### src/rtl/ttcb_pkg.sv
// ----------------------------------------------------------------------------
// ttcb_pkg
// Shared constants, codes and the put-byte step decoder of the character grid.
// ----------------------------------------------------------------------------
package ttcb_pkg;

  localparam int COLS_DEF = 60;
  localparam int ROWS_DEF = 15;

  localparam int MODE_W = 2;
  localparam int CHAR_W = 8;
  localparam int ROW_FW = 4;
  localparam int COL_FW = 6;

  typedef enum logic [MODE_W-1:0] {
    MODE_PUT   = 2'd0,
    MODE_READ  = 2'd1,
    MODE_CLEAR = 2'd2,
    MODE_NONE  = 2'd3
  } mode_e;

  localparam logic [CHAR_W-1:0] CH_ETX   = 8'h03;
  localparam logic [CHAR_W-1:0] CH_BS    = 8'h08;
  localparam logic [CHAR_W-1:0] CH_TAB   = 8'h09;
  localparam logic [CHAR_W-1:0] CH_LF    = 8'h0A;
  localparam logic [CHAR_W-1:0] CH_CR    = 8'h0D;
  localparam logic [CHAR_W-1:0] CH_ESC   = 8'h1B;
  localparam logic [CHAR_W-1:0] CH_SPACE = 8'h20;
  localparam logic [CHAR_W-1:0] CH_CARET = 8'h5E;
  localparam logic [CHAR_W-1:0] CH_BLANK = 8'h00;
  localparam logic [5*CHAR_W-1:0] CTLC_STR = "Ctl-C";

  localparam int STEP_W = 3;

  typedef enum logic [1:0] {
    OP_WR,
    OP_CLR,
    OP_LF,
    OP_END
  } op_e;

  typedef struct packed {
    op_e               op;
    logic [CHAR_W-1:0] ch;
  } step_t;

  function automatic step_t put_step(input logic [CHAR_W-1:0] c, input logic [STEP_W-1:0] k);
    step_t s;
    s.op = OP_END;
    s.ch = CH_BLANK;
    case (c)
      CH_CR: begin
        s.op = OP_END;
      end
      CH_LF: begin
        if (k == 3'd0 || k == 3'd2) s.op = OP_CLR;
        else if (k == 3'd1) s.op = OP_LF;
      end
      CH_TAB: begin
        if (k < 3'd4) begin
          s.op = OP_WR;
          s.ch = CH_SPACE;
        end else if (k == 3'd4) begin
          s.op = OP_CLR;
        end
      end
      CH_BS: begin
        if (k < 3'd2) s.op = OP_CLR;
      end
      CH_ESC: begin
        if (k == 3'd0) begin
          s.op = OP_WR;
          s.ch = CH_CARET;
        end else if (k == 3'd1) begin
          s.op = OP_CLR;
        end
      end
      CH_ETX: begin
        if (k < 3'd5) begin
          s.op = OP_WR;
          s.ch = CTLC_STR[CHAR_W*(4-int'(k)) +: CHAR_W];
        end else if (k == 3'd5) begin
          s.op = OP_CLR;
        end
      end
      default: begin
        if (k == 3'd0) begin
          s.op = OP_WR;
          s.ch = c;
        end else if (k == 3'd1) begin
          s.op = OP_CLR;
        end
      end
    endcase
    return s;
  endfunction

endpackage

### src/rtl/ttcb_if.sv
// ----------------------------------------------------------------------------
// ttcb_if
// Valid/ready channels for request words and result words.
// ----------------------------------------------------------------------------
interface ttcb_in_if;
  logic                           valid;
  logic                           ready;
  logic [ttcb_pkg::MODE_W-1:0]    mode;
  logic [ttcb_pkg::CHAR_W-1:0]    char_in;
  logic [ttcb_pkg::ROW_FW-1:0]    read_row;
  logic [ttcb_pkg::COL_FW-1:0]    read_col;

  modport source (output valid, mode, char_in, read_row, read_col, input ready);
  modport sink   (input valid, mode, char_in, read_row, read_col, output ready);
endinterface

interface ttcb_out_if;
  logic                           valid;
  logic                           ready;
  logic [ttcb_pkg::CHAR_W-1:0]    cell_char;
  logic [ttcb_pkg::ROW_FW-1:0]    cursor_row;
  logic [ttcb_pkg::COL_FW-1:0]    cursor_col;
  logic                           scrolled;

  modport source (output valid, cell_char, cursor_row, cursor_col, scrolled, input ready);
  modport sink   (input valid, cell_char, cursor_row, cursor_col, scrolled, output ready);
endinterface

### src/rtl/ttcb_seq.sv
// ----------------------------------------------------------------------------
// ttcb_seq
// Request sequencer: cursor, row ring, row valid bits and result register.
// ----------------------------------------------------------------------------
module ttcb_seq import ttcb_pkg::*; #(
  parameter int COLS = COLS_DEF,
  parameter int ROWS = ROWS_DEF,
  parameter int CW   = $clog2(COLS),
  parameter int RW   = $clog2(ROWS),
  parameter int AW   = $clog2(ROWS * COLS)
) (
  input  logic              clk_i,
  input  logic              rst_ni,
  ttcb_in_if.sink           in_i,
  ttcb_out_if.source        out_o,
  output logic              mem_we_o,
  output logic [AW-1:0]     mem_waddr_o,
  output logic [CHAR_W-1:0] mem_wdata_o,
  output logic              mem_re_o,
  output logic [AW-1:0]     mem_raddr_o,
  input  logic [CHAR_W-1:0] mem_rdata_i
);

  typedef enum logic [2:0] {
    ST_IDLE,
    ST_PUT,
    ST_SWEEP,
    ST_RADDR,
    ST_RDATA,
    ST_DONE
  } state_e;

  state_e              state_q;
  logic [CHAR_W-1:0]   char_q;
  logic [ROW_FW-1:0]   rrow_q;
  logic [COL_FW-1:0]   rcol_q;
  logic [STEP_W-1:0]   step_q;
  logic [RW-1:0]       row_q;
  logic [CW-1:0]       col_q;
  logic [RW-1:0]       base_q;
  logic [ROWS-1:0]     valid_q;
  logic [CW-1:0]       sweep_q;
  logic                scrolled_q;
  logic                hit_q;
  logic [CHAR_W-1:0]   cell_q;
  logic                out_valid_q;
  logic [CHAR_W-1:0]   out_char_q;
  logic [ROW_FW-1:0]   out_row_q;
  logic [COL_FW-1:0]   out_col_q;
  logic                out_scr_q;

  logic [RW:0]         cur_sum;
  logic [RW-1:0]       cur_phys;
  logic [RW:0]         rd_sum;
  logic [RW-1:0]       rd_phys;
  logic                rd_in_range;
  step_t               step;
  logic [CHAR_W-1:0]   wval;
  logic                cur_valid;
  logic                col_last;
  logic                row_last;
  logic [RW-1:0]       base_next;
  logic [CW-1:0]       wcol;
  logic                put_wr;

  assign cur_sum  = {1'b0, row_q} + {1'b0, base_q};
  assign cur_phys = (cur_sum >= (RW+1)'(ROWS)) ? RW'(cur_sum - (RW+1)'(ROWS)) : cur_sum[RW-1:0];
  assign rd_sum   = (RW+1)'(rrow_q) + {1'b0, base_q};
  assign rd_phys  = (rd_sum >= (RW+1)'(ROWS)) ? RW'(rd_sum - (RW+1)'(ROWS)) : rd_sum[RW-1:0];
  assign rd_in_range = (rrow_q < ROWS) && (rcol_q < COLS);

  assign step      = put_step(char_q, step_q);
  assign wval      = (step.op == OP_WR) ? step.ch : CH_BLANK;
  assign cur_valid = valid_q[cur_phys];
  assign col_last  = (col_q == CW'(COLS - 1));
  assign row_last  = (row_q == RW'(ROWS - 1));
  assign base_next = (base_q == RW'(ROWS - 1)) ? '0 : base_q + 1'b1;

  assign put_wr = (state_q == ST_PUT) && (step.op == OP_WR || step.op == OP_CLR) && cur_valid;
  assign wcol   = (state_q == ST_SWEEP) ? sweep_q : col_q;

  assign mem_we_o    = put_wr || (state_q == ST_SWEEP);
  assign mem_waddr_o = AW'(cur_phys) * AW'(COLS) + AW'(wcol);
  assign mem_wdata_o = (state_q == ST_SWEEP) ? CH_BLANK : wval;
  assign mem_re_o    = (state_q == ST_RADDR) && rd_in_range;
  assign mem_raddr_o = AW'(rd_phys) * AW'(COLS) + AW'(rcol_q);

  assign in_i.ready       = (state_q == ST_IDLE);
  assign out_o.valid      = out_valid_q;
  assign out_o.cell_char  = out_char_q;
  assign out_o.cursor_row = out_row_q;
  assign out_o.cursor_col = out_col_q;
  assign out_o.scrolled   = out_scr_q;

  always_ff @(posedge clk_i or negedge rst_ni) begin
    if (!rst_ni) begin
      state_q     <= ST_IDLE;
      step_q      <= '0;
      row_q       <= '0;
      col_q       <= '0;
      base_q      <= '0;
      valid_q     <= '0;
      sweep_q     <= '0;
      scrolled_q  <= 1'b0;
      out_valid_q <= 1'b0;
    end else begin
      if (out_valid_q && out_o.ready && state_q != ST_DONE) out_valid_q <= 1'b0;
      case (state_q)
        ST_IDLE: begin
          if (in_i.valid) begin
            char_q     <= in_i.char_in;
            rrow_q     <= in_i.read_row;
            rcol_q     <= in_i.read_col;
            scrolled_q <= 1'b0;
            cell_q     <= CH_BLANK;
            step_q     <= '0;
            case (mode_e'(in_i.mode))
              MODE_PUT:  state_q <= ST_PUT;
              MODE_READ: state_q <= ST_RADDR;
              MODE_CLEAR: begin
                valid_q <= '0;
                row_q   <= '0;
                col_q   <= '0;
                state_q <= ST_DONE;
              end
              default:   state_q <= ST_DONE;
            endcase
          end
        end
        ST_PUT: begin
          case (step.op)
            OP_WR, OP_CLR: begin
              if (!cur_valid && wval != CH_BLANK) begin
                sweep_q <= '0;
                state_q <= ST_SWEEP;
              end else begin
                step_q <= step_q + 1'b1;
                if (step.op == OP_WR) begin
                  if (col_last) begin
                    col_q <= '0;
                    if (row_last) begin
                      base_q          <= base_next;
                      valid_q[base_q] <= 1'b0;
                      scrolled_q      <= 1'b1;
                    end else begin
                      row_q <= row_q + 1'b1;
                    end
                  end else begin
                    col_q <= col_q + 1'b1;
                  end
                end
              end
            end
            OP_LF: begin
              step_q <= step_q + 1'b1;
              col_q  <= '0;
              if (row_last) begin
                base_q          <= base_next;
                valid_q[base_q] <= 1'b0;
                scrolled_q      <= 1'b1;
              end else begin
                row_q <= row_q + 1'b1;
              end
            end
            default: state_q <= ST_DONE;
          endcase
        end
        ST_SWEEP: begin
          if (sweep_q == CW'(COLS - 1)) begin
            valid_q[cur_phys] <= 1'b1;
            state_q           <= ST_PUT;
          end else begin
            sweep_q <= sweep_q + 1'b1;
          end
        end
        ST_RADDR: begin
          hit_q   <= rd_in_range && valid_q[rd_phys];
          state_q <= ST_RDATA;
        end
        ST_RDATA: begin
          cell_q  <= hit_q ? mem_rdata_i : CH_BLANK;
          state_q <= ST_DONE;
        end
        ST_DONE: begin
          if (!out_valid_q || out_o.ready) begin
            out_valid_q <= 1'b1;
            out_char_q  <= cell_q;
            out_row_q   <= ROW_FW'(row_q);
            out_col_q   <= COL_FW'(col_q);
            out_scr_q   <= scrolled_q;
            state_q     <= ST_IDLE;
          end
        end
        default: state_q <= ST_IDLE;
      endcase
    end
  end

endmodule

### src/flat_wrapper.sv
// flat-port wrapper written by rule: the top's interface ports become plain ports
module ttcb_seq_flat import ttcb_pkg::*;
#(
  parameter int COLS = COLS_DEF,
  parameter int ROWS = ROWS_DEF,
  parameter int CW   = $clog2(COLS),
  parameter int RW   = $clog2(ROWS),
  parameter int AW   = $clog2(ROWS * COLS)
)
  (clk_i, rst_ni, mem_we_o, mem_waddr_o, mem_wdata_o, mem_re_o, mem_raddr_o, mem_rdata_i, in_i_valid, in_i_mode, in_i_char_in, in_i_read_row, in_i_read_col, in_i_ready, out_o_valid, out_o_cell_char, out_o_cursor_row, out_o_cursor_col, out_o_scrolled, out_o_ready);
  ttcb_in_if in_i_i ();
  ttcb_out_if out_o_i ();
  input  logic clk_i;
  input  logic rst_ni;
  output logic mem_we_o;
  output logic [AW-1:0] mem_waddr_o;
  output logic [CHAR_W-1:0] mem_wdata_o;
  output logic mem_re_o;
  output logic [AW-1:0] mem_raddr_o;
  input  logic [CHAR_W-1:0] mem_rdata_i;
  input wire logic [$bits(in_i_i.valid)-1:0] in_i_valid;
  input wire logic [$bits(in_i_i.mode)-1:0] in_i_mode;
  input wire logic [$bits(in_i_i.char_in)-1:0] in_i_char_in;
  input wire logic [$bits(in_i_i.read_row)-1:0] in_i_read_row;
  input wire logic [$bits(in_i_i.read_col)-1:0] in_i_read_col;
  output wire logic [$bits(in_i_i.ready)-1:0] in_i_ready;
  output wire logic [$bits(out_o_i.valid)-1:0] out_o_valid;
  output wire logic [$bits(out_o_i.cell_char)-1:0] out_o_cell_char;
  output wire logic [$bits(out_o_i.cursor_row)-1:0] out_o_cursor_row;
  output wire logic [$bits(out_o_i.cursor_col)-1:0] out_o_cursor_col;
  output wire logic [$bits(out_o_i.scrolled)-1:0] out_o_scrolled;
  input wire logic [$bits(out_o_i.ready)-1:0] out_o_ready;
  assign in_i_i.valid = in_i_valid;
  assign in_i_i.mode = in_i_mode;
  assign in_i_i.char_in = in_i_char_in;
  assign in_i_i.read_row = in_i_read_row;
  assign in_i_i.read_col = in_i_read_col;
  assign in_i_ready = in_i_i.ready;
  assign out_o_valid = out_o_i.valid;
  assign out_o_cell_char = out_o_i.cell_char;
  assign out_o_cursor_row = out_o_i.cursor_row;
  assign out_o_cursor_col = out_o_i.cursor_col;
  assign out_o_scrolled = out_o_i.scrolled;
  assign out_o_i.ready = out_o_ready;
  ttcb_seq #(.COLS(COLS), .ROWS(ROWS), .CW(CW), .RW(RW), .AW(AW)) u_core (.clk_i(clk_i), .rst_ni(rst_ni), .in_i(in_i_i), .out_o(out_o_i), .mem_we_o(mem_we_o), .mem_waddr_o(mem_waddr_o), .mem_wdata_o(mem_wdata_o), .mem_re_o(mem_re_o), .mem_raddr_o(mem_raddr_o), .mem_rdata_i(mem_rdata_i));
endmodule
### config.mk
export PLATFORM = sky130hd
export DESIGN_NAME = ttcb_seq_flat
export DESIGN_NICKNAME = d
export VERILOG_FILES = /design/src/rtl/ttcb_pkg.sv /design/src/rtl/ttcb_if.sv /design/src/rtl/ttcb_seq.sv /design/src/flat_wrapper.sv
export SDC_FILE = /design/constraint.sdc
export NUM_CORES = 1
export LEC_CHECK = 0
export BUFFER_PORTS_ARGS = -buffer_cell sky130_fd_sc_hd__buf_2
export CELL_PAD_IN_SITES_DETAIL_PLACEMENT = 0
export CELL_PAD_IN_SITES_GLOBAL_PLACEMENT = 1
export CORE_MARGIN = 2
export CORE_UTILIZATION = 46
export CTS_CLUSTER_DIAMETER = 80
export DETAILED_ROUTE_END_ITERATION = 8
export GPL_ROUTABILITY_DRIVEN = 0
export PLACE_DENSITY_LB_ADDON = 0.08
export SLEW_MARGIN = 20
export SYNTH_ARGS = -nofsm -noshare
export SYNTH_HDL_FRONTEND = slang
export SYNTH_SLANG_ARGS = --single-unit
### constraint.sdc
create_clock -name clk_i -period 6.3 [get_ports clk_i]
set_input_delay 0.315 -clock clk_i [delete_from_list [all_inputs] [get_ports clk_i]]
set_output_delay 0.315 -clock clk_i [all_outputs]
set_load 0.03 [all_outputs]
; ---- After elaboration in Yosys (flattened, before gate mapping)
; Cells that the tools add are included.
[totals]
latchBits = 0
reg_bits = 89
n_memories = 0
input_bits = 32
word_cells = 214
romBits = 0
ramBits = 0
[classes]
div_mod_pow = 0
eq_ne = 40
n_addsub = 12
bitwise = 3
mul = 2
n_reduce_logical = 40
order_cmp = 12
n_mux = 86
shift = 1
[op_table]
columns = cell, count
row1 = $mux W15, 7
row2 = $mux W6, 10
row3 = $mux W4, 13
row4 = $mux W8, 6
row5 = $pmux W15 S3, 1
row6 = $shiftx A40 B32 Y8 const A, 1
row7 = $pmux W6 S2, 3
row8 = $eq A8 B4 Y1 const B, 4
row9 = $pmux W8 S4, 1
row10 = $pmux W15 S2, 1
row11 = $pmux W3 S2, 4
row12 = $pmux W4 S2, 3
row13 = $add A10 B6 Y10, 2
row14 = $mux W3, 6
row15 = $pmux W3 S6, 1
row16 = $mul A4 B4 Y8 const B, 2
row17 = $mux W2, 8
row18 = $pmux W8 S2, 1
row19 = $and A15 B15 Y15, 1
row20 = $lt A4 B5 Y1 const B, 3
row21 = $not A15 Y15, 1
row22 = $or A15 B15 Y15, 1
row23 = $ne A2 B2 Y1 const B, 7
row24 = $mux W1, 13
row25 = other kinds (46), 96

; ---- Depth between registers and ports, before layout
[depth]
ltp_word = 12
depth_mapped = 22
mapped_depth_nobuf = 21

; ---- Least setup slack after synthesis
; Ideal clock, no wire load.
[synth_timing]
kind = flip-flop to output port
startpoint = register u_core.base_q[0]
endpoint = output port mem_raddr_o[9]
n_path_buf = 2
path_slack_ps = 564
stages_incl_launch_ff = 22
t_arrival_ps = 5421
required_time_ps = 5985
cell_sequence = dfrtp_1 ha_1 fa_1 clkbuf_1 a21oi_1 nor2_1 a21o_1 clkbuf_1 mux2i_1 inv_1 ha_1 xor2_1 fa_1 inv_1 ha_1 a21o_1 a21oi_1 xnor2_1 and2_1 nor2b_1 o21ai_0 xnor2_1
[synth_via]
elab_chain_len = 5
elab_cells_between_ends = 6
[synth_lines]
columns = item, line
row1 = start: declaration, ttcb_seq.sv:40  ; logic [RW-1:0] base_q;
row2 = start signal: assignment, ttcb_seq.sv:142  ; base_q <= base_next;
row3 = start signal: assignment, ttcb_seq.sv:158  ; base_q <= base_next;
row4 = $add A4 B4 Y5 (*), ttcb_seq.sv:68  ; assign rd_sum = (RW+1)'(rrow_q) + {1'b0, base_q};
row5 = $sub A4 B4 Y4 / $ge A5 B4 Y1 (equally long branches), ttcb_seq.sv:69  ; assign rd_phys = (rd_sum >= (RW+1)'(ROWS)) ? RW'(rd_sum - (RW+1)'(ROWS)) : rd_sum[RW-1:0];
row6 = $mux W4 (*), ttcb_seq.sv:69
row7 = $mul A4 B4 Y8 (*), ttcb_seq.sv:86  ; assign mem_raddr_o = AW'(rd_phys) * AW'(COLS) + AW'(rcol_q);
row8 = $add A10 B6 Y10 (*), ttcb_seq.sv:86
row9 = end: declaration, flat_wrapper.sv:19  ; output logic [AW-1:0] mem_raddr_o;
; Every way passes the cells marked *; elsewhere a longest branch is shown, timed or not.

; ---- Worst setup path after layout
; Same ends and word-level chain as after synthesis.

==> results.toml <==
[critical_path]
path_buf_inv = 4
worstPathMaxFanout = 11
start_kind = "register"
arrival_ns = 5.61
worstPathRequired_ns = 5.98
crit_top_cell = "ha_1"
slowest_delay_ns = 0.64
crit_family = "adder cells"
regToRegSetupSlack_ns = 2.16
reg2regPathDepth = 11
cp.depth = 22
crit_type = "register to output port"
end_kind = "output port"
crit_slowest_cell = "fa_2"
r2r_end = "u_core.col_q[2]$_DFFE_PN0P_"
path_cells = "ha_1, fa_2, ha_1, a21oi_1, nor2_1, a21o_2, mux2i_1, buf_4, inv_1, ha_1, xor2_1, fa_1, inv_1, ha_1, a21o_1, a21oi_1, xnor2_1, and2_1, nor2b_1, o21ai_0, xnor2_1, buf_2"
timing.rr.start = "u_core.base_q[0]$_DFFE_PN0P_"

[global_route]
grt_pass1_vias = 5561
grt_overflow = 0
antenna_found_initial = 0
grt_first_pass_wirelength_um = 27500
grt_usage = 0.211
grt_max_degree = 48

[finish]
fin_cells = 994
multi_input_area_mm2 = 0.00413
register_area_mm2 = 0.00246
drive_gt1_frac = 0.175
fillers = 1367
area_growth_pct = 12.6
most-common-layout-cells = "buf_2, nand2_1, nor2_1, ha_1"
antenna_cells = 0
final_common_cell = "buf_2"
nNetsFinal = 897

[synth]
avgSynthCellArea_um2 = 9.36
ys_ff_latch = 89
synth_edf_count = 46
syn_inst = 737
synth_warnings = 0
yosysTopAreaCell = "edfxtp_1"
synth_top_area_frac = 0.200
yosysSeqAreaShare = 0.356
synth_area_leaders = "edfxtp_1, dfrtp_1, ha_1"
async_flop_share = 0.483
syn-cell-area_mm2 = 0.00690
ys_types = 76
syn_nets = 829
ys.flop_type = "edfxtp_1"

[clock_network]
cts_max_level = 3
cts_tree = "done"
postCtsHoldBufs = 0
cts_sinks = 89
ctsRootBufferMaster = "clkbuf_16"
cts_resized = 0
cts.reportedPaths.clkPinSlew_ns = 0.07
insertion_delay_ns = 0.35
cts-root-to-sink-buffers = 2
postCtsSetupBuffers = 0
numCtsBuffers = 9

[sta]
rsz0062_at_grt = "no"
slew_headroom = 0.351
fmax_mhz = 169
period_share = 0.940
finalCriticalPeriod_ns = 5.92
fin_tns_setup_ns = 0
timing_hold_violations_final = 0
finalClockSkew_ns = 0.00811
finalSetupViolations = 0
slew_violations = 0
setup_ws_ns = 0.378
worstMarginPinSlew_ns = 0.967

[route]
dr.pass1.iters = 5
ant_nets = 0
drc = 0
drt_iter0_drc = 431
wl_per_cell_um = 16.9
vias = 5780
drt-total-wl_um = 16800
viasPerCell = 5.81

[outcome]
status = "completed"

[placement]
post-place-ws_ns = 0.561
dp_cells = 978
io_buffers = 82
dpl.hpwl_um = 12900

[power_and_ir_drop]
p_leak_uw = 0.00332
power_density_mw_per_mm2 = 149
vdd_drop_max_uv = 128

[floorplan]
ios = 83
fp.dieW_um = 126
rows = 44
coreArea_mm2 = 0.0146
initial_core_util = 0.473
die-area_mm2 = 0.0160
die_y_um = 126

[flow_run]
maxCapViolCount = 0

[worst_hold_path]
hold_class = "primary input to asynchronous set/reset pin"
==> state kept, by name, summed over array words and instances (netlist names), 3 cells and up <==
| register | flops |
|---|---|
| u_core.step_q | 3 |
| u_core.valid_q | 15 |
| u_core.col_q | 6 |
| u_core.base_q | 4 |
| u_core.sweep_q | 6 |
| u_core.rcol_q | 6 |
| u_core.cell_q | 8 |
| u_core.row_q | 4 |
| u_core.out_o.cursor_col | 6 |
| u_core.state_q | 3 |
| u_core.char_q | 8 |
| u_core.out_o.cell_char | 8 |
| u_core.out_o.cursor_row | 4 |
| u_core.rrow_q | 4 |
==> kinds of logic (layout without fill, tap and decap cells) <==
group / after synthesis / count (layout) / synth area share
AOI/OAI and AO/OA: 166 / 166 / 0.167
buffers and inverters: 81 / 154 / 0.0471
adders and majority gates: 60 / 60 / 0.120
xor gates and xnor gates: 37 / 37 / 0.0470
and+or+nand+nor: 268 / 268 / 0.198
muxes: 36 / 36 / 0.0651
DFF: 89 / 89 / 0.356
==> synth_stat cells (all sizes together), types with 19 or more instances <==
master,n
a21oi,33
xnor2,23
nand4,24
edfxtp,46
mux2i,19
o21ai,35
nor2,51
clkbuf,25
ha,50
inv,46
nand3,23
nand2,76
dfrtp,43
==> how the worst max path moves through the flow <==
stage	from	endpoint	slack [ns]
2_1_floorplan	u_core.base_q[0]$_DFFE_PN0P_	mem_raddr_o[9]	0.56
3_3_place_gp	u_core.base_q[0]$_DFFE_PN0P_	mem_raddr_o[9]	0.75
3_5_place_dp	u_core.base_q[0]$_DFFE_PN0P_	mem_raddr_o[9]	0.56
4_1_cts	u_core.base_q[0]$_DFFE_PN0P_	mem_raddr_o[9]	0.18
5_1_grt	u_core.base_q[0]$_DFFE_PN0P_	mem_raddr_o[9]	0.04
6_report	u_core.base_q[0]$_DFFE_PN0P_	mem_raddr_o[9]	0.38
==> metrics by stage <==
step | hold slack, ns | utilization | cell area, um2 | total power [uW]
after floorplan | 0.0194 | - | 6900 | 625
after global placement | 0.401 | 0.512 | 7470 | 642
after detailed placement | 0.405 | 0.512 | 7470 | 643
after CTS | 0.0837 | 0.533 | 7770 | 1170
after global routing | 0.117 | 0.533 | 7770 | 1190
final | 0.0695 | 0.533 | 7770 | 1160
==> cell type report <==
| class | count | area share |
|---|---|---|
| flip-flops and latches | 89 | 0.316 |
| inverters | 46 | 0.0222 |
| repair buffers | 92 | 0.0625 |
| multi-input cells | 567 | 0.531 |
| well taps | 184 | 0.0296 |
| clock buffers | 9 | 0.0290 |
| clock inverters | 7 | 0.00966 |
==> power by group <==
part | total (uW) | switching, uW | internal [uW]
Clock | 528 | 250 | 278
Combinational | 18.9 | 10.3 | 8.59
Sequential | 611 | 1.23 | 610
Total | 1160 | 261 | 897
==> worst register-to-register path, delay by kind of cell, from the launching register on <==
kind,cells,cell delay [ns]
flip-flops,1,0.46
XOR/XNOR,1,0.52
AND/OR/NAND/NOR,5,1.38
multiplexers,1,0.29
AO/OA/AOI/OAI,2,0.62
adder cells (fa/ha/maj),2,0.75
==> routing by layer <==
metal  GRT usage  wire (um)  vias up
met4      0.0524        243        0
met1       0.301       7960     2767
met5           0          0        -
li1            -          -     2827
met3      0.0304        802       22
met2       0.339       7810      164
Note: power is estimated with default switching activity, not from simulation.
